[config.mk]
export PLATFORM = sky130hd
export DESIGN_NAME = xor_keyed_ami_line_encoder
export DESIGN_NICKNAME = d
export VERILOG_FILES = /design/src/xka_pkg.sv /design/src/xor_keyed_ami_line_encoder.sv
export VERILOG_INCLUDE_DIRS = /design/src /design/src/src
export SDC_FILE = /design/constraint.sdc
export NUM_CORES = 1
export LEC_CHECK = 0
export BUFFER_PORTS_ARGS = -buffer_cell sky130_fd_sc_hd__buf_2
export CORE_MARGIN = 3
export CORE_UTILIZATION = 45
export DETAILED_ROUTE_END_ITERATION = 8
export PLACE_DENSITY = 0.62
export SETUP_SLACK_MARGIN = 0.2
export SLEW_MARGIN = 20
export SYNTH_ARGS = -nofsm -noshare
export SYNTH_HDL_FRONTEND = slang
export SYNTH_SLANG_ARGS = --single-unit
[constraint.sdc]
create_clock -name clk -period 4.4 [get_ports clk]
set_input_delay 0.88 -clock clk [delete_from_list [all_inputs] [get_ports clk]]
set_output_delay 0.88 -clock clk [all_outputs]
set_load 0.005 [all_outputs]
[src/xor_keyed_ami_line_encoder_macros.svh]
// Assertion macros for the keyed AMI line encoder.
// No dependencies; included by modules that carry concurrent checks.
`ifndef XOR_KEYED_AMI_LINE_ENCODER_MACROS_SVH
`define XOR_KEYED_AMI_LINE_ENCODER_MACROS_SVH

// Same-cycle implication, checked on every rising edge outside reset.
`define XKA_ASSERT_NOW(label, ante, cons, msg) \
  label: assert property (@(posedge clk) disable iff (rst) (ante) |-> (cons)) \
    else $error(msg);

// Next-cycle implication, checked on every rising edge outside reset.
`define XKA_ASSERT_NEXT(label, ante, cons, msg) \
  label: assert property (@(posedge clk) disable iff (rst) (ante) |=> (cons)) \
    else $error(msg);

`endif

[src/xka_pkg.sv]
// Shared types and constants for the keyed AMI line encoder.
// No dependencies; used by xor_keyed_ami_line_encoder.
package xka_pkg;

  localparam int KEY_MAX_BYTES = 16;
  localparam int KEY_POS_W     = 4;
  localparam int KEY_LEN_W     = 5;
  localparam int KEY_WORDS     = 4;
  localparam int SYM_PER_BYTE  = 8;
  localparam int SYM_CNT_W     = 3;

  localparam logic [SYM_CNT_W-1:0] SYM_LAST = SYM_CNT_W'(SYM_PER_BYTE - 1);

  // Register indexes on the configuration port
  localparam int CFG_IDX_W = 3;
  localparam logic [CFG_IDX_W-1:0] CFG_KEY_WORD0  = 3'd0;
  localparam logic [CFG_IDX_W-1:0] CFG_KEY_WORD1  = 3'd1;
  localparam logic [CFG_IDX_W-1:0] CFG_KEY_WORD2  = 3'd2;
  localparam logic [CFG_IDX_W-1:0] CFG_KEY_WORD3  = 3'd3;
  localparam logic [CFG_IDX_W-1:0] CFG_KEY_LENGTH = 3'd4;

  // Default key after reset
  localparam logic [31:0] KEY_WORD0_RST = 32'h7361_7242;
  localparam logic [31:0] KEY_WORD1_RST = 32'h6548_6C69;
  localparam logic [31:0] KEY_WORD2_RST = 32'h0000_6178;
  localparam logic [31:0] KEY_WORD3_RST = 32'h0000_0000;
  localparam logic [KEY_LEN_W-1:0] KEY_LENGTH_RST = 5'd10;

  // Line levels
  localparam logic signed [1:0] LEVEL_POS  = 2'sb01;
  localparam logic signed [1:0] LEVEL_ZERO = 2'sb00;
  localparam logic signed [1:0] LEVEL_NEG  = 2'sb11;

  typedef struct packed {
    logic [7:0] data_byte;
    logic       message_start;
    logic       message_end;
  } byte_beat_t;

  typedef struct packed {
    logic signed [1:0] level;
    logic              byte_done;
    logic              message_done;
  } sym_beat_t;

  // Clamp the programmed key length to 1..KEY_MAX_BYTES
  function automatic logic [KEY_LEN_W-1:0] eff_len(input logic [KEY_LEN_W-1:0] len);
    logic [KEY_LEN_W-1:0] n;
    n = len;
    if (n == '0) begin
      n = KEY_LEN_W'(1);
    end
    if (n > KEY_LEN_W'(KEY_MAX_BYTES)) begin
      n = KEY_LEN_W'(KEY_MAX_BYTES);
    end
    return n;
  endfunction

endpackage

[src/xor_keyed_ami_line_encoder.sv]
// Keyed AMI (pseudo-ternary) line encoder: top level.
// Depends on xka_pkg and xor_keyed_ami_line_encoder_macros.svh.
//
//   Channel   Handshake                 Payload            Beat
//   byte      byte_valid / byte_ready   byte_data          one message byte
//   sym       sym_valid / sym_ready     sym_data           one line symbol
//   cfg       cfg_we                    cfg_index/wdata    one register write
//
// Each byte beat yields eight symbol beats, one per cycle while sym_ready is
// high, and the shifter takes the next held byte as the eighth one leaves.
// A byte is enciphered on acceptance and parked in a one-entry holding
// register, so the next byte is taken while the current one is still shifting.
// A byte passes through the holding register and then the shifter before its
// first symbol is offered.
// Reset (rst, synchronous) restores the default key, clears key position and
// polarity, and empties both stages. Stalls on sym hold the shifter in place.
`include "xor_keyed_ami_line_encoder_macros.svh"

module xor_keyed_ami_line_encoder (
  input  logic                                clk,
  input  logic                                rst,
  input  logic                                byte_valid,
  output logic                                byte_ready,
  input  xka_pkg::byte_beat_t                 byte_data,
  output logic                                sym_valid,
  input  logic                                sym_ready,
  output xka_pkg::sym_beat_t                  sym_data,
  input  logic                                cfg_we,
  input  logic [xka_pkg::CFG_IDX_W-1:0]       cfg_index,
  input  logic [31:0]                         cfg_wdata
);

  // Configuration registers
  logic [xka_pkg::KEY_WORDS-1:0][31:0] key_words;
  logic [xka_pkg::KEY_LEN_W-1:0]       key_length;

  // Cipher stage state
  logic [xka_pkg::KEY_POS_W-1:0] key_pos;
  logic [xka_pkg::KEY_POS_W-1:0] key_pos_next;

  // Holding register between cipher and shifter
  logic       hold_valid;
  logic [7:0] hold_enc;
  logic       hold_start;
  logic       hold_last;

  // Symbol shifter
  logic                          ser_valid;
  logic [7:0]                    ser_bits;
  logic [xka_pkg::SYM_CNT_W-1:0] ser_cnt;
  logic                          ser_last;
  logic                          pol;
  logic                          pol_next;

  logic                          byte_fire;
  logic                          sym_fire;
  logic                          ser_final;
  logic                          ser_load;
  logic                          pol_cur;
  logic [xka_pkg::KEY_LEN_W-1:0] len_eff;
  logic [xka_pkg::KEY_POS_W-1:0] pos_use;
  logic [xka_pkg::KEY_LEN_W-1:0] pos_inc;
  logic [7:0]                    key_byte;
  logic [7:0]                    enc_byte;

  // ---------------------------------------------------------------------------
  // Configuration writes; unknown indexes are dropped
  // ---------------------------------------------------------------------------
  always_ff @(posedge clk) begin
    if (rst) begin
      key_words[0] <= xka_pkg::KEY_WORD0_RST;
      key_words[1] <= xka_pkg::KEY_WORD1_RST;
      key_words[2] <= xka_pkg::KEY_WORD2_RST;
      key_words[3] <= xka_pkg::KEY_WORD3_RST;
      key_length   <= xka_pkg::KEY_LENGTH_RST;
    end else if (cfg_we) begin
      unique case (cfg_index)
        xka_pkg::CFG_KEY_WORD0:  key_words[0] <= cfg_wdata;
        xka_pkg::CFG_KEY_WORD1:  key_words[1] <= cfg_wdata;
        xka_pkg::CFG_KEY_WORD2:  key_words[2] <= cfg_wdata;
        xka_pkg::CFG_KEY_WORD3:  key_words[3] <= cfg_wdata;
        xka_pkg::CFG_KEY_LENGTH: key_length   <= cfg_wdata[xka_pkg::KEY_LEN_W-1:0];
        default: ;
      endcase
    end
  end

  // ---------------------------------------------------------------------------
  // Handshakes
  // ---------------------------------------------------------------------------
  assign sym_fire  = sym_valid && sym_ready;
  assign ser_final = (ser_cnt == xka_pkg::SYM_LAST);
  // Load the held byte into the shifter when it is empty or its eighth symbol leaves this cycle
  assign ser_load   = hold_valid && (!ser_valid || (sym_fire && ser_final));
  assign byte_ready = !hold_valid || ser_load;
  assign byte_fire  = byte_valid && byte_ready;

  // ---------------------------------------------------------------------------
  // Cipher: pick the key byte, XOR, advance the key position
  // ---------------------------------------------------------------------------
  always_comb begin
    len_eff = xka_pkg::eff_len(key_length);
    // Message start restarts the key; a stale position past the length uses 0
    pos_use = byte_data.message_start ? '0 : key_pos;
    if ({1'b0, pos_use} >= len_eff) begin
      pos_use = '0;
    end
    key_byte = key_words[pos_use[3:2]][{pos_use[1:0], 3'b000} +: 8];
    enc_byte = byte_data.data_byte ^ key_byte;
    pos_inc  = {1'b0, pos_use} + xka_pkg::KEY_LEN_W'(1);
    if (byte_data.message_end || (pos_inc >= len_eff)) begin
      key_pos_next = '0;
    end else begin
      key_pos_next = pos_inc[xka_pkg::KEY_POS_W-1:0];
    end
  end

  always_ff @(posedge clk) begin
    if (rst) begin
      key_pos <= '0;
    end else if (byte_fire) begin
      key_pos <= key_pos_next;
    end
  end

  // ---------------------------------------------------------------------------
  // Holding register
  // ---------------------------------------------------------------------------
  always_ff @(posedge clk) begin
    if (rst) begin
      hold_valid <= 1'b0;
    end else if (byte_fire) begin
      hold_valid <= 1'b1;
    end else if (ser_load) begin
      hold_valid <= 1'b0;
    end
  end

  always_ff @(posedge clk) begin
    if (byte_fire) begin
      hold_enc   <= enc_byte;
      hold_start <= byte_data.message_start;
      hold_last  <= byte_data.message_end;
    end
  end

  // ---------------------------------------------------------------------------
  // Symbol shifter and mark polarity
  // ---------------------------------------------------------------------------
  always_comb begin
    pol_cur = pol;
    if (sym_fire) begin
      if (ser_final && ser_last) begin
        pol_cur = 1'b0;              // message over: next mark is +1
      end else begin
        pol_cur = pol ^ ~ser_bits[7]; // a mark flips polarity
      end
    end
    pol_next = (ser_load && hold_start) ? 1'b0 : pol_cur;
  end

  always_ff @(posedge clk) begin
    if (rst) begin
      ser_valid <= 1'b0;
      ser_cnt   <= '0;
      pol       <= 1'b0;
    end else begin
      pol <= pol_next;
      if (ser_load) begin
        ser_valid <= 1'b1;
        ser_cnt   <= '0;
      end else if (sym_fire) begin
        ser_valid <= !ser_final;
        ser_cnt   <= ser_cnt + xka_pkg::SYM_CNT_W'(1);
      end
    end
  end

  always_ff @(posedge clk) begin
    if (ser_load) begin
      ser_bits <= hold_enc;
      ser_last <= hold_last;
    end else if (sym_fire) begin
      ser_bits <= {ser_bits[6:0], 1'b0};
    end
  end

  // ---------------------------------------------------------------------------
  // Symbol beat: MSB of the shifter, 1 gives zero level, 0 gives a mark
  // ---------------------------------------------------------------------------
  assign sym_valid = ser_valid;

  always_comb begin
    if (ser_bits[7]) begin
      sym_data.level = xka_pkg::LEVEL_ZERO;
    end else if (pol) begin
      sym_data.level = xka_pkg::LEVEL_NEG;
    end else begin
      sym_data.level = xka_pkg::LEVEL_POS;
    end
    sym_data.byte_done    = ser_final;
    sym_data.message_done = ser_final && ser_last;
  end

  // ---------------------------------------------------------------------------
  // Checks
  // ---------------------------------------------------------------------------
  `XKA_ASSERT_NOW(a_msg_done_on_byte_end, sym_valid && sym_data.message_done,
    sym_data.byte_done, "message_done without byte_done")
  `XKA_ASSERT_NOW(a_ready_low_means_held, !byte_ready, hold_valid,
    "byte_ready low with empty holding register")
  `XKA_ASSERT_NEXT(a_stall_holds_count, sym_valid && !sym_ready,
    sym_valid && $stable(ser_cnt) && $stable(ser_bits), "shifter moved during stall")
  `XKA_ASSERT_NEXT(a_msg_end_clears_pol, sym_fire && sym_data.message_done,
    !pol, "polarity not restored after message end")
  `XKA_ASSERT_NEXT(a_msg_end_clears_key, byte_fire && byte_data.message_end,
    key_pos == '0, "key position not restored after message end")

endmodule

* Word-level counts from Yosys, hierarchy flattened *
Index checks and enable logic that the tools add are counted.

storage, ports and cells
  register bits = 162
  latch bits = 0
  RAM bits = 0
  memory bits (read-only) = 0
  word-level logic and storage cells = 69
  memories kept = 0

operators by class
  $add $sub $neg = 2
  multiply operators = 0
  div/mod/pow operators = 0
  $lt $le $gt $ge = 4
  eq/ne operators = 5
  shifts and indexed selects = 1
  mux-type cells = 16
  bitwise operators = 3
  reduce and logical (&&, ||, !) cells = 23

operator list
  operator               number
  $bmux W32 S2           1
  $mux W32               1
  $shiftx A32 B6 Y8      1
  $mux W8                2
  $mux W4                3
  $mux W5                2
  $reduce_and A2 Y1      5
  $xor A8 B8 Y8          1
  $eq A3 B2 Y1 const B   2
  $eq A3 B3 Y1 const B   2
  $logic_and A1 B1 Y1    6
  $add A4 B1 Y5 const B  1
  $ge A4 B5 Y1           1
  $ge A5 B5 Y1           1
  $gt A5 B5 Y1 const B   1
  $logic_not A5 Y1       1
  $mux W1                5
  $mux W2                2
  $reduce_bool A2 Y1     2
  $reduce_or A2 Y1       2
  $add A3 B1 Y3 const B  1
  $eq A3 B1 Y1 const B   1
  $logic_not A1 Y1       3
  $logic_not A3 Y1       1
  4 further kinds        6

* Longest topological paths before layout *
Gate-level depths: netlist (run 1).

  depth after elaboration = 10
  depth in mapped cells = 19
  gate-level depth less buffers = 17

* Least setup slack after synthesis (run 1) *
OpenSTA, ideal clock, no wires.

  path kind = input port to flip-flop
  from = input byte_data[1] (netlist bit)
  to = register key_pos[1] (netlist bit)
  library setup time = 0.066 ns
  arrival = 4.289 ns
  required time = 4.334 ns
  setup slack = 0.045 ns
  stages = 19
  cells stage by stage = nand2b_1 -> clkinv_1 -> buf_2 -> ha_1 -> nor3_1 -> nor3_1 -> nand2_2 -> nand2b_1 -> buf_6 -> inv_4 -> buf_6 -> ha_1 -> ha_1 -> a21o_1 -> a21o_1 -> a21o_1 -> a2111oi_2 -> a22oi_1 -> nor2_1

on the way
  cells in the longest elaborated chain, start to end = 7

ends and longest elaborated chain
  element               RTL line                           source
  from (decl)           xor_keyed_ami_line_encoder.sv:24   input xka_pkg::byte_beat_t byte_data,
  $mux W4 *             xor_keyed_ami_line_encoder.sv:104  pos_use = byte_data.message_start ? '0 : key_pos;
  $ge A4 B5 Y1          xor_keyed_ami_line_encoder.sv:105  if ({1'b0, pos_use} >= len_eff) begin
  $mux W4 *             xor_keyed_ami_line_encoder.sv:105
  $add A4 B1 Y5 *       xor_keyed_ami_line_encoder.sv:110  pos_inc = {1'b0, pos_use} + xka_pkg::KEY_LEN_W'(1);
  $ge A5 B5 Y1          xor_keyed_ami_line_encoder.sv:111  if (byte_data.message_end || (pos_inc >= len_eff)) begin
  $logic_or A1 B1 Y1    xor_keyed_ami_line_encoder.sv:111
  $mux W4 *             xor_keyed_ami_line_encoder.sv:111
  to (signal assigned)  xor_keyed_ami_line_encoder.sv:122  key_pos <= key_pos_next;
  to (decl)             xor_keyed_ami_line_encoder.sv:38   logic [xka_pkg::KEY_POS_W-1:0] key_pos;

Every way passes the cells marked *; elsewhere a longest branch is shown, timed or not.
A chain may end at the register's enable or synchronous reset.

* Worst setup path in the final report (run 1) *
  from = register key_length[2] (netlist bit)
  to = register key_pos[3] (netlist bit)

on the way
  cells in the longest elaborated chain, start to end = 10

ends and longest elaborated chain
  element                 RTL line                           source
  from (decl)             xor_keyed_ami_line_encoder.sv:35   logic [xka_pkg::KEY_LEN_W-1:0] key_length;
  from (signal assigned)  xor_keyed_ami_line_encoder.sv:75   key_length <= xka_pkg::KEY_LENGTH_RST;
  from (signal assigned)  xor_keyed_ami_line_encoder.sv:82   xka_pkg::CFG_KEY_LENGTH: key_length <= cfg_wdata[xka_pkg::KEY_LEN_W-1:0];
  $logic_not A5 Y1        xka_pkg.sv:50                      if (n == '0) begin
  $mux W5 *               xka_pkg.sv:50
  $gt A5 B5 Y1            xka_pkg.sv:53                      if (n > KEY_LEN_W'(KEY_MAX_BYTES)) begin
  $mux W5 *               xka_pkg.sv:53
  $ge A4 B5 Y1            xor_keyed_ami_line_encoder.sv:105
  $mux W4                 xor_keyed_ami_line_encoder.sv:105
  $add A4 B1 Y5           xor_keyed_ami_line_encoder.sv:110
  $ge A5 B5 Y1            xor_keyed_ami_line_encoder.sv:111
  $logic_or A1 B1 Y1      xor_keyed_ami_line_encoder.sv:111
  $mux W4 *               xor_keyed_ami_line_encoder.sv:111

Marks and branches as above.

==> impl_metrics.env, run 1 <==
export IMPL_outcome="completed"
export IMPL_period_share=0.862
export IMPL_cp_data_required_time_ns=4.76
export IMPL_vias=6326
export IMPL_crit_fanout=4
export IMPL_finClkSkew_ns=0.0115
export IMPL_reg2reg_to="key_pos[3]$_SDFFE_PP0P_"
export IMPL_maxCapViolCount=0
export IMPL_holdWs_ns=0.430
export IMPL_antenna_found_initial=0
export IMPL_area_delta_synth_final_pct=14.5
export IMPL_cts_resized=0
export IMPL_synth_flop_cell="dfxtp_1"
export IMPL_synth_most_common_cell="nand2_1"
export IMPL_grt_pass1_vias=6148
export IMPL_clockBufferDepth=2
export IMPL_drt_iter0_drc=545
export IMPL_drt_wirelength_per_cell_um=17.7
export IMPL_num_antenna_cells=0
export IMPL_core_region_area_um2=16000
export IMPL_drt_pass1_iterations=5
export IMPL_synth_top_area_frac=0.385
export IMPL_fmax_ghz=0.264
export IMPL_place_hpwl_um=12900
export IMPL_ios=56
export IMPL_clkSinkCount=162
export IMPL_min_to="pol$_SDFFE_PP0P_"
export IMPL_worst_setup_path_start_kind="flip-flop"
export IMPL_reg2reg_from="key_length[2]$_SDFFE_PP0P_"
export IMPL_max_stage_delay_ns=0.46
export IMPL_hp_start="hold_start$_DFFE_PP_"
export IMPL_cts_hold_buf=0
export IMPL_ys_top_cells_by_area="dfxtp_1 38%, nand2_1 14%, edfxtp_1 7.7%"
export IMPL_h_tree_depth=4
export IMPL_layout_drive_gt1_share=0.153
export IMPL_synthesis_area_um2=7440
export IMPL_path_clk_slew_ns=0.06
export IMPL_r2r_cells=17
export IMPL_grt_max_degree=71
export IMPL_hp_class="flip-flop to flip-flop"
export IMPL_postCtsSetupBuffers=0
export IMPL_power_leakage_nw=3.39
export IMPL_postSynthCellCount=893
export IMPL_crit_path_cell_trace="nor3_1 > nor2_1 > nor2_1 > ha_1 > nand2b_4 > a2111o_1 > nand2_2 > nand2b_1 > inv_4 > ha_1 > ha_1 > a21o_1 > a21o_1 > a21o_1 > a2111oi_4 > a22oi_1 > nor2_1"
export IMPL_place_inst=1118
export IMPL_synth_largest_area_cell="dfxtp_1"
export IMPL_r2r_setup_slack_ns=0.61
export IMPL_root_buffer="clkbuf_16"
export IMPL_dieArea_um2=18100
export IMPL_finalHoldViolations=0
export IMPL_holdPathStages=1
export IMPL_synth_edff_count=19
export IMPL_grt_usage=0.231
export IMPL_fin_cells=1149
export IMPL_clk_latency_ns=0.43
export IMPL_portBuffers=55
export IMPL_finalSetupViolCount=0
export IMPL_maxSlewHeadroom=0.337
export IMPL_setup_ws_ns=0.608
export IMPL_drc=0
export IMPL_rsz0062_at_grt="no"
export IMPL_wirelength_um=20400
export IMPL_start_util=0.465
export IMPL_viasPerCell=5.51
export IMPL_synthDistinctLibCells=55
export IMPL_synth_seq_cells=162
export IMPL_die_height_um=135
export IMPL_end_kind="flip-flop"
export IMPL_worst_path_max_delay_cell="a2111o_1"
export IMPL_critical_path_class="flip-flop to flip-flop"
export IMPL_grt_ovfl_total=0
export IMPL_worst_slew_pin_slew_ns=0.991
export IMPL_yosys_top_cells_count="281 x nand2_1, 143 x dfxtp_1, 112 x a21oi_1"
export IMPL_gp_congestion=0.885
export IMPL_nFillCells=1564
export IMPL_fin_setup_tns_ns=0
export IMPL_drt_antenna_violating_nets=0
export IMPL_async_flop_share=0
export IMPL_synth_nets=956
export IMPL_yosysWarnings=0
export IMPL_synth_seq_area_share=0.462
export IMPL_dp_slack_ns=0.209
export IMPL_dieWidth_um=135
export IMPL_avgSynthCellArea_um2=8.33
export IMPL_nets=984
export IMPL_ir_drop_mv=0.301
export IMPL_final_max_slew_viol_count=0
export IMPL_layout_min_cycle_time_ns=3.79
export IMPL_cts_tree="built"
export IMPL_power_density_nw_per_um2=395
export IMPL_arrival_ns=4.15
export IMPL_rows=46
export IMPL_numCtsBuffers=17
export IMPL_grt_pass1_wl_um=32800
area by class of cell:
class / count / area, um^2 / share of cell area
sequential: 162 / 3430 / 0.403
clock inverter: 7 / 120 / 0.0141
multi-input combinational: 657 / 3730 / 0.437
clock buffer: 24 / 503 / 0.0590
timing repair buffer: 76 / 435 / 0.0511
tap: 216 / 270 / 0.0317
inverter: 7 / 30.0 / 0.00353
worst max path at each step:
stage,start,end,slack (ns)
after floorplan,byte_data[1],key_pos[2]$_SDFFE_PP0P_,0.25
after global placement,byte_data[1],key_pos[1]$_SDFFE_PP0P_,0.22
after detailed placement,byte_data[1],key_pos[1]$_SDFFE_PP0P_,0.21
after CTS,key_length[2]$_SDFFE_PP0P_,key_pos[1]$_SDFFE_PP0P_,0.62
after global routing,key_length[2]$_SDFFE_PP0P_,key_pos[0]$_SDFFE_PP0P_,0.34
final,key_length[2]$_SDFFE_PP0P_,key_pos[3]$_SDFFE_PP0P_,0.61
power by group:
part	switching (W)	leakage, nW	internal (W)
combinational	0.000141	1.75	0.0000888
clock	0.000592	0.302	0.000971
sequential	0.0000218	1.34	0.00155
total	0.000755	3.39	0.00261
critical path: cells and delay by family (launching register included):
kind                       cells  cell delay (ns)
AOI/OAI and AO/OA              6             1.53
and+or+nand+nor                7             0.95
adders and majority gates      3             0.81
DFF                            1             0.35
buffers and inverters          1             0.08
per-stage QoR:
| stage | utilization | total power (W) | cell area [um^2] |
|---|---|---|---|
| final | 0.532 | 0.00336 | 8520 |
| after floorplan | - | 0.00174 | 7460 |
| after global routing | 0.532 | 0.00348 | 8520 |
| after detailed placement | 0.493 | 0.00183 | 7900 |
| after global placement | 0.493 | 0.00183 | 7900 |
| after CTS | 0.532 | 0.00338 | 8520 |
logic make-up after synthesis:
family,count (synthesis),share of synthesized area
xor gates and xnor gates,11,0.0140
buffers and inverters,74,0.0426
AOI/OAI and AO/OA,215,0.190
adders and majority gates,13,0.0219
DFF,162,0.462
muxes,27,0.0387
and+or+nand+nor,391,0.232
placed cells by master (no fill, tap or decap), drive strengths merged, types with 9 or more instances in the layout:
cell type  count
edfxtp        19
a21oi        112
and3           9
mux2i         13
ha            13
mux2          14
xnor2         10
nand2        282
nand3b        36
buf           76
nor2          29
a221oi        11
dfxtp        143
a21o          12
clkbuf        24
o21ai         19
o22ai         17
per-layer routing:
metal / part of all wire / global-route usage
met1: 0.46 / 0.301
met4: 0.014 / 0.0707
met5: 0 / 0
met3: 0.049 / 0.0488
met2: 0.48 / 0.388
flip-flops by register name, summed over array words and instances, names as in the netlist:
register / count
hold_valid: 1
key_length: 5
hold_last: 1
key_pos: 4
ser_bits: 8
key_words: 128
hold_enc: 8
ser_last: 1
pol: 1
hold_start: 1
sym_valid: 1
ser_cnt: 3
No activity file was read; power rests on OpenSTA's default activity.
==> run 2: changes to the inputs <==
--- a/config.mk
+++ b/config.mk
@@ -6,6 +6,7 @@
 export SDC_FILE = /design/constraint.sdc
 export NUM_CORES = 1
 export LEC_CHECK = 0
+export ABC_AREA = 1
 export BUFFER_PORTS_ARGS = -buffer_cell sky130_fd_sc_hd__buf_2
 export CORE_MARGIN = 3
 export CORE_UTILIZATION = 45
==> run 2 against run 1 <==
Compared with the run above: first-iteration DRC count increased by 5.1%; non-clock buffer count shrank 6; register-to-register slack improved by 0.02 ns; synthesized area is 2.0% higher; worst hold slack barely moved; clock power down 4%; die area up 1.9%.
==> impl_metrics.env, run 2 <==
export IMPL_cts_tree="built"
export IMPL_fmax_ghz=0.265
export IMPL_ir_drop_mv=0.265
export IMPL_grt_pass1_wl_um=33600
export IMPL_critical_path_buf_inv_count=2
export IMPL_grt_pass1_vias=6539
export IMPL_power_density_nw_per_um2=387
export IMPL_place_hpwl_um=12600
export IMPL_critPathLaunch="key_length[0]$_SDFFE_PP0P_"
export IMPL_rsz0062_at_grt="no"
export IMPL_viasPerCell=5.22
export IMPL_synth_flop_cell="dfxtp_1"
export IMPL_worst_setup_path_start_kind="flip-flop"
export IMPL_crit_fanout=35
export IMPL_root_buffer="clkbuf_16"
export IMPL_cp_common_cell="nand2_1"
export IMPL_hp_start="hold_last$_DFFE_PP_"
export IMPL_numCtsBuffers=17
export IMPL_worst_path_max_delay_cell="or4_1"
export IMPL_outcome="completed"
export IMPL_maxSlewHeadroom=0.366
export IMPL_finalHoldViolations=0
export IMPL_core_region_area_um2=16200
export IMPL_dieArea_um2=18500
export IMPL_start_util=0.469
export IMPL_vias=6948
export IMPL_yosysWarnings=0
export IMPL_r2r_setup_slack_ns=0.62
export IMPL_layout_drive_gt1_share=0.106
export IMPL_cts_hold_buf=0
export IMPL_finClkSkew_ns=0.00478
export IMPL_layout_min_cycle_time_ns=3.78
export IMPL_antenna_found_initial=1
export IMPL_path_delay_family="simple AND/OR/NAND/NOR gates"
export IMPL_synth_seq_area_share=0.452
export IMPL_crit_path_cell_trace="or4_1 > nand2_1 > nand2_1 > ha_1 > nand2_4 > nand2_2 > nor3_2 > buf_4 > ha_1 > xor2_1 > inv_2 > ha_1 > a21boi_0 > o21ai_0 > nand2_1 > a21oi_1 > nand2_1 > a21oi_1"
export IMPL_dieWidth_um=136
export IMPL_async_flop_share=0
export IMPL_synth_largest_area_cell="dfxtp_1"
export IMPL_maxCapViolCount=0
export IMPL_yosys_top_cells_count="245 x nand2_1, 198 x nor2_1, 143 x dfxtp_1"
export IMPL_end_kind="flip-flop"
export IMPL_h_tree_depth=4
export IMPL_area_delta_synth_final_pct=12.6
export IMPL_ios=56
export IMPL_rows=46
export IMPL_clk_latency_ns=0.42
export IMPL_drt_iter0_drc=573
export IMPL_drt_pass1_iterations=5
export IMPL_synth_nets=1146
export IMPL_synthDistinctLibCells=30
export IMPL_grt_usage=0.230
export IMPL_avgSynthCellArea_um2=7.01
export IMPL_mostFrequentLayoutCells="245 x nand2_1, 198 x nor2_1, 143 x dfxtp_1, 129 x nand3_1, 98 x o21ai_0"
export IMPL_clkSinkCount=162
export IMPL_gp_congestion=0.808
export IMPL_synth_top_area_frac=0.377
export IMPL_grt_max_degree=90
export IMPL_nFillCells=1669
export IMPL_drc=0
export IMPL_fin_setup_tns_ns=0
export IMPL_worst_slew_pin_slew_ns=0.950
export IMPL_synth_most_common_cell="nand2_1"
export IMPL_portBuffers=55
export IMPL_largestRegisters="key_words (128), hold_enc (8), ser_bits (8)"
export IMPL_drt_wirelength_per_cell_um=15.3
export IMPL_reg2reg_from="key_length[0]$_SDFFE_PP0P_"
export IMPL_final_max_slew_viol_count=0
export IMPL_power_total_w=0.00331
export IMPL_drt_antenna_violating_nets=0
export IMPL_wirelength_um=20400
export IMPL_critical_path_class="flip-flop to flip-flop"
export IMPL_die_height_um=136
export IMPL_num_antenna_cells=0
export IMPL_synth_edff_count=19
export IMPL_clockBufferDepth=2
export IMPL_largest_reg_flops=128
export IMPL_ys_top_cells_by_area="dfxtp_1 38%, nand2_1 12%, nor2_1 9.8%"
export IMPL_max_stage_delay_ns=0.54
export IMPL_postSynthCellCount=1083
export IMPL_power_leakage_nw=3.81
export IMPL_period_share=0.858
export IMPL_path_clk_slew_ns=0.06
export IMPL_nets=1165
export IMPL_grt_ovfl_total=0
export IMPL_synthesis_area_um2=7590
export IMPL_regMostFlops="key_words"
export IMPL_synth_seq_cells=162
export IMPL_finalSetupViolCount=0
export IMPL_cp_data_required_time_ns=4.76
export IMPL_final_common_cell="nand2_1"
export IMPL_arrival_ns=4.13
export IMPL_hp_class="flip-flop to flip-flop"
==> run 2: cell count changes after synthesis, sizes merged, moves of 36 or more <==
cell,previous run,this run
nor2,29,200
inv,6,69
a21oi,112,44
nand3,1,132
o21ai,19,99
nand3b,36,0
==> run 2: final cells by class <==
class                   count  area, um^2  area share
well taps                 216         270      0.0316
flip-flops and latches    162        3430       0.402
clock buffers              23         499      0.0584
inverters                  70         264      0.0309
clock inverters             9         101      0.0119
multi-input cells         781        3580       0.419
repair buffers             70         400      0.0468
==> run 2: worst paths after layout <==
path | to | cells after the start
setup reg to reg | key_pos[1]$_SDFFE_PP0P_ | 18
hold reg to reg | ser_last$_DFFE_PP_ | 0
setup / recovery | key_pos[1]$_SDFFE_PP0P_ | 18
hold / removal | ser_last$_DFFE_PP_ | 0
==> run 2: kinds of logic after synthesis <==
kind of cell,count (synthesis),synth area share
AOI/OAI and AO/OA,147,0.0984
xor gates and xnor gates,2,0.00231
adders and majority gates,13,0.0214
buffers and inverters,140,0.0783
DFF,162,0.452
and+or+nand+nor,619,0.347
==> run 2: report_power, final <==
group / internal [W] / total [W] / switching (W)
Combinational: 0.0000810 / 0.000238 / 0.000157
Sequential: 0.00156 / 0.00158 / 0.0000251
Clock: 0.000910 / 0.00149 / 0.000577
Total: 0.00255 / 0.00331 / 0.000760
==> run 2: what timing repair did <==
| item | CTS | global route |
|---|---|---|
| endpoints found under the setup margin | 0 | 4 |
| setup buffers | 0 | 0 |
| gates resized for setup | 0 | 1 |
==> run 2: metal layers <==
layer | share of wire | up-vias | global-route usage
met3 | 0.045 | 24 | 0.0459
met4 | 0.014 | 2 | 0.0677
met5 | 0.00064 | - | 0
li1 | - | 3560 | -
met2 | 0.48 | 161 | 0.385
met1 | 0.46 | 3201 | 0.302
==> run 2: worst reg2reg max path, stage by stage, from the launching register on <==
cell and delay, ns:
dfxtp_1 0.31, or4_1 0.54, nand2_1 0.11, nand2_1 0.10, ha_1 0.24, nand2_4 0.37, nand2_2 0.17, nor3_2 0.13
buf_4 0.22, ha_1 0.21, xor2_1 0.17, inv_2 0.05, ha_1 0.28, a21boi_0 0.12, o21ai_0 0.15, nand2_1 0.07
a21oi_1 0.25, nand2_1 0.10, a21oi_1 0.12
==> run 2: through the flow <==
stage	hold WS [ns]	setup WS, ns	cells	instance area, um^2	util
finish	0.430	0.623	1331	8550	0.529
global placement	0.414	0.455	1299	7940	0.491
global route	0.433	0.278	1331	8550	0.529
CTS	0.432	0.513	1331	8540	0.528
detailed placement	0.418	0.414	1299	7940	0.491
floorplan	0.400	0.710	1083	7590	-
==> run 3: changes to the inputs <==
--- a/config.mk
+++ b/config.mk
@@ -12,6 +12,7 @@
 export CORE_UTILIZATION = 45
 export DETAILED_ROUTE_END_ITERATION = 8
 export PLACE_DENSITY = 0.62
+export RECOVER_POWER = 50
 export SETUP_SLACK_MARGIN = 0.2
 export SLEW_MARGIN = 20
 export SYNTH_ARGS = -nofsm -noshare
==> run 3 against run 2 <==
Compared with the run above: the flow now finishes with violations (max-capacitance violations, max-slew violations); global-route usage unchanged; first-iteration DRC count decreased by 1.2%; core utilization decreased by 0.15 points; register-to-register slack about the same; count of clock-buffer cells in the layout unchanged; non-clock buffer count unchanged; critical path depth decreased by 13; wire length increased by 0.16%; sequential share of layout area increased by 0.11 points; worst hold slack about the same; worst setup slack got worse by 0.058 ns; sequential power about the same; largest cell class unchanged.
==> impl_metrics.env, run 3 (synthesized netlist as in run 2, its figures left out) <==
export IMPL_nFillCells=1675
export IMPL_swShare=0.230
export IMPL_outcome="finished, violations left"
export IMPL_portBuffers=55
export IMPL_layout_min_cycle_time_ns=3.83
export IMPL_start_util=0.469
export IMPL_pwr_share_comb=0.072
export IMPL_worst_setup_path_start_kind="input pin"
export IMPL_holdWs_ns=0.430
export IMPL_final_common_cell="nand2_1"
export IMPL_dieWidth_um=136
export IMPL_num_antenna_cells=0
export IMPL_worst_slew_pin_slew_ns=1.69
export IMPL_layout_drive_gt1_share=0.0978
export IMPL_core_region_area_um2=16200
export IMPL_fmax_ghz=0.261
export IMPL_hp_class="flip-flop to flip-flop"
export IMPL_largest_reg_flops=128
export IMPL_place_inst=1299
export IMPL_p_sw_w=0.000764
export IMPL_area_delta_synth_final_pct=12.3
export IMPL_drt_iter0_drc=566
export IMPL_antenna_found_initial=1
export IMPL_die_height_um=136
export IMPL_clkSinkCount=162
export IMPL_max_stage_delay_ns=1.28
export IMPL_maxSlewHeadroom=-0.128
export IMPL_path_delay_family="buffers and inverters"
export IMPL_worst_path_max_delay_cell="clkinvlp_2"
export IMPL_ir_drop_mv=0.267
export IMPL_drt_pass1_iterations=4
export IMPL_arrival_ns=4.14
export IMPL_clkPwrFrac=0.450
export IMPL_regMostFlops="key_words"
export IMPL_gp_congestion=0.808
export IMPL_rows=46
export IMPL_seqPwrFrac=0.478
export IMPL_mostFrequentLayoutCells="245 x nand2_1, 199 x nor2_1, 143 x dfxtp_1, 130 x nand3_1, 99 x o21ai_0"
export IMPL_nets=1165
export IMPL_grt_ovfl_total=0
export IMPL_crit_fanout=89
export IMPL_maxCapViolCount=3
export IMPL_power_total_w=0.00332
export IMPL_cts_hold_buf=0
export IMPL_ios=56
export IMPL_grt_max_degree=90
export IMPL_cts_tree="built"
export IMPL_drt_antenna_violating_nets=0
export IMPL_clockBufferDepth=2
export IMPL_finalHoldViolations=0
export IMPL_vias=6946
export IMPL_place_hpwl_um=12600
export IMPL_violations="max-capacitance violations, max-slew violations"
export IMPL_fin_setup_tns_ns=0
export IMPL_rsz0062_at_grt="no"
export IMPL_largestRegisters="key_words (128), hold_enc (8), ser_bits (8)"
export IMPL_root_buffer="clkbuf_16"
export IMPL_final_max_slew_viol_count=171
export IMPL_power_density_nw_per_um2=389
export IMPL_fin_cells=1331
export IMPL_post_route_util=0.527
export IMPL_finClkSkew_ns=0.00544
export IMPL_grt_pass1_wl_um=33600
export IMPL_power_leakage_nw=3.78
export IMPL_intPower_w=0.00255
export IMPL_viasPerCell=5.22
export IMPL_critical_path_buf_inv_count=3
export IMPL_path_clk_slew_ns=0.06
export IMPL_dieArea_um2=18500
export IMPL_drt_wirelength_per_cell_um=15.3
export IMPL_numCtsBuffers=17
export IMPL_period_share=0.871
export IMPL_end_kind="flip-flop"
export IMPL_h_tree_depth=4
export IMPL_wirelength_um=20400
export IMPL_crit_path_cell_trace="clkbuf_1 > clkinvlp_2 > clkbuf_2 > o21ai_0 > a21oi_1"
export IMPL_clk_latency_ns=0.43
export IMPL_critical_path_class="input pin to flip-flop"
export IMPL_grt_pass1_vias=6539
export IMPL_grt_usage=0.230
export IMPL_finalSetupViolCount=0
export IMPL_cp_data_required_time_ns=4.70
export IMPL_drc=0
[run 3: metrics by stage]
stage / worst slack (ns) / area, um^2
finish: 0.566 / 8520
global route: 0.225 / 8520
CTS: 0.513 / 8540
detailed placement: 0.414 / 7940
global placement: 0.455 / 7940
floorplan: 0.710 / 7590
[run 3: worst register-to-register path: stages, from the launching register on]
cell,delay [ns]
dfxtp_1,0.31
or4_1,0.54
nand2_1,0.11
nand2_1,0.10
ha_1,0.24
nand2_4,0.37
nand2_2,0.17
nor3_2,0.12
buf_4,0.22
ha_1,0.21
xor2_1,0.17
inv_2,0.05
ha_1,0.28
a21boi_0,0.12
o21ai_0,0.15
nand2_1,0.07
a21oi_1,0.26
nand2_1,0.10
a21oi_1,0.12
[run 3: cell type report]
type,count,area (um^2),area share
clock buffer,23,499,0.0586
clock inverter,9,101,0.0119
inverter,70,264,0.0310
multi-input combinational,781,3570,0.419
sequential,162,3430,0.403
tap,216,270,0.0317
timing repair buffer,70,384,0.0451
[run 3: routing by layer]
layer,vias up,GRT usage,part of all wire
met5,-,0,0.00064
met4,2,0.0677,0.015
met3,26,0.0459,0.045
met2,152,0.385,0.48
met1,3202,0.302,0.46
li1,3564,-,-
[run 3: path summary, 6_finish.rpt]
kind                                    from                          to  slack (ns)  depth (start not counted)
setup reg to reg  key_length[0]$_SDFFE_PP0P_     key_pos[1]$_SDFFE_PP0P_        0.62                         18
hold / removal           hold_last$_DFFE_PP_          ser_last$_DFFE_PP_        0.43                          0
setup / recovery                         rst  key_length[0]$_SDFFE_PP0P_        0.57                          5
hold reg to reg          hold_last$_DFFE_PP_          ser_last$_DFFE_PP_        0.43                          0
[run 3: power by group through the flow]
stage	Combinational, W	Sequential (W)	Clock, W
final	0.000238	0.00158	0.00149
after floorplan	0.000156	0.00161	0
after global routing	0.000275	0.00159	0.00158
after detailed placement	0.000238	0.00162	0
after CTS	0.000240	0.00158	0.00152
after global placement	0.000236	0.00162	0
[run 3: repair_timing]
action,in CTS,in global routing
endpoints found under the setup margin,0,4
buffers inserted,0,0
endpoints found under the hold margin,0,0
gates resized for setup,0,1
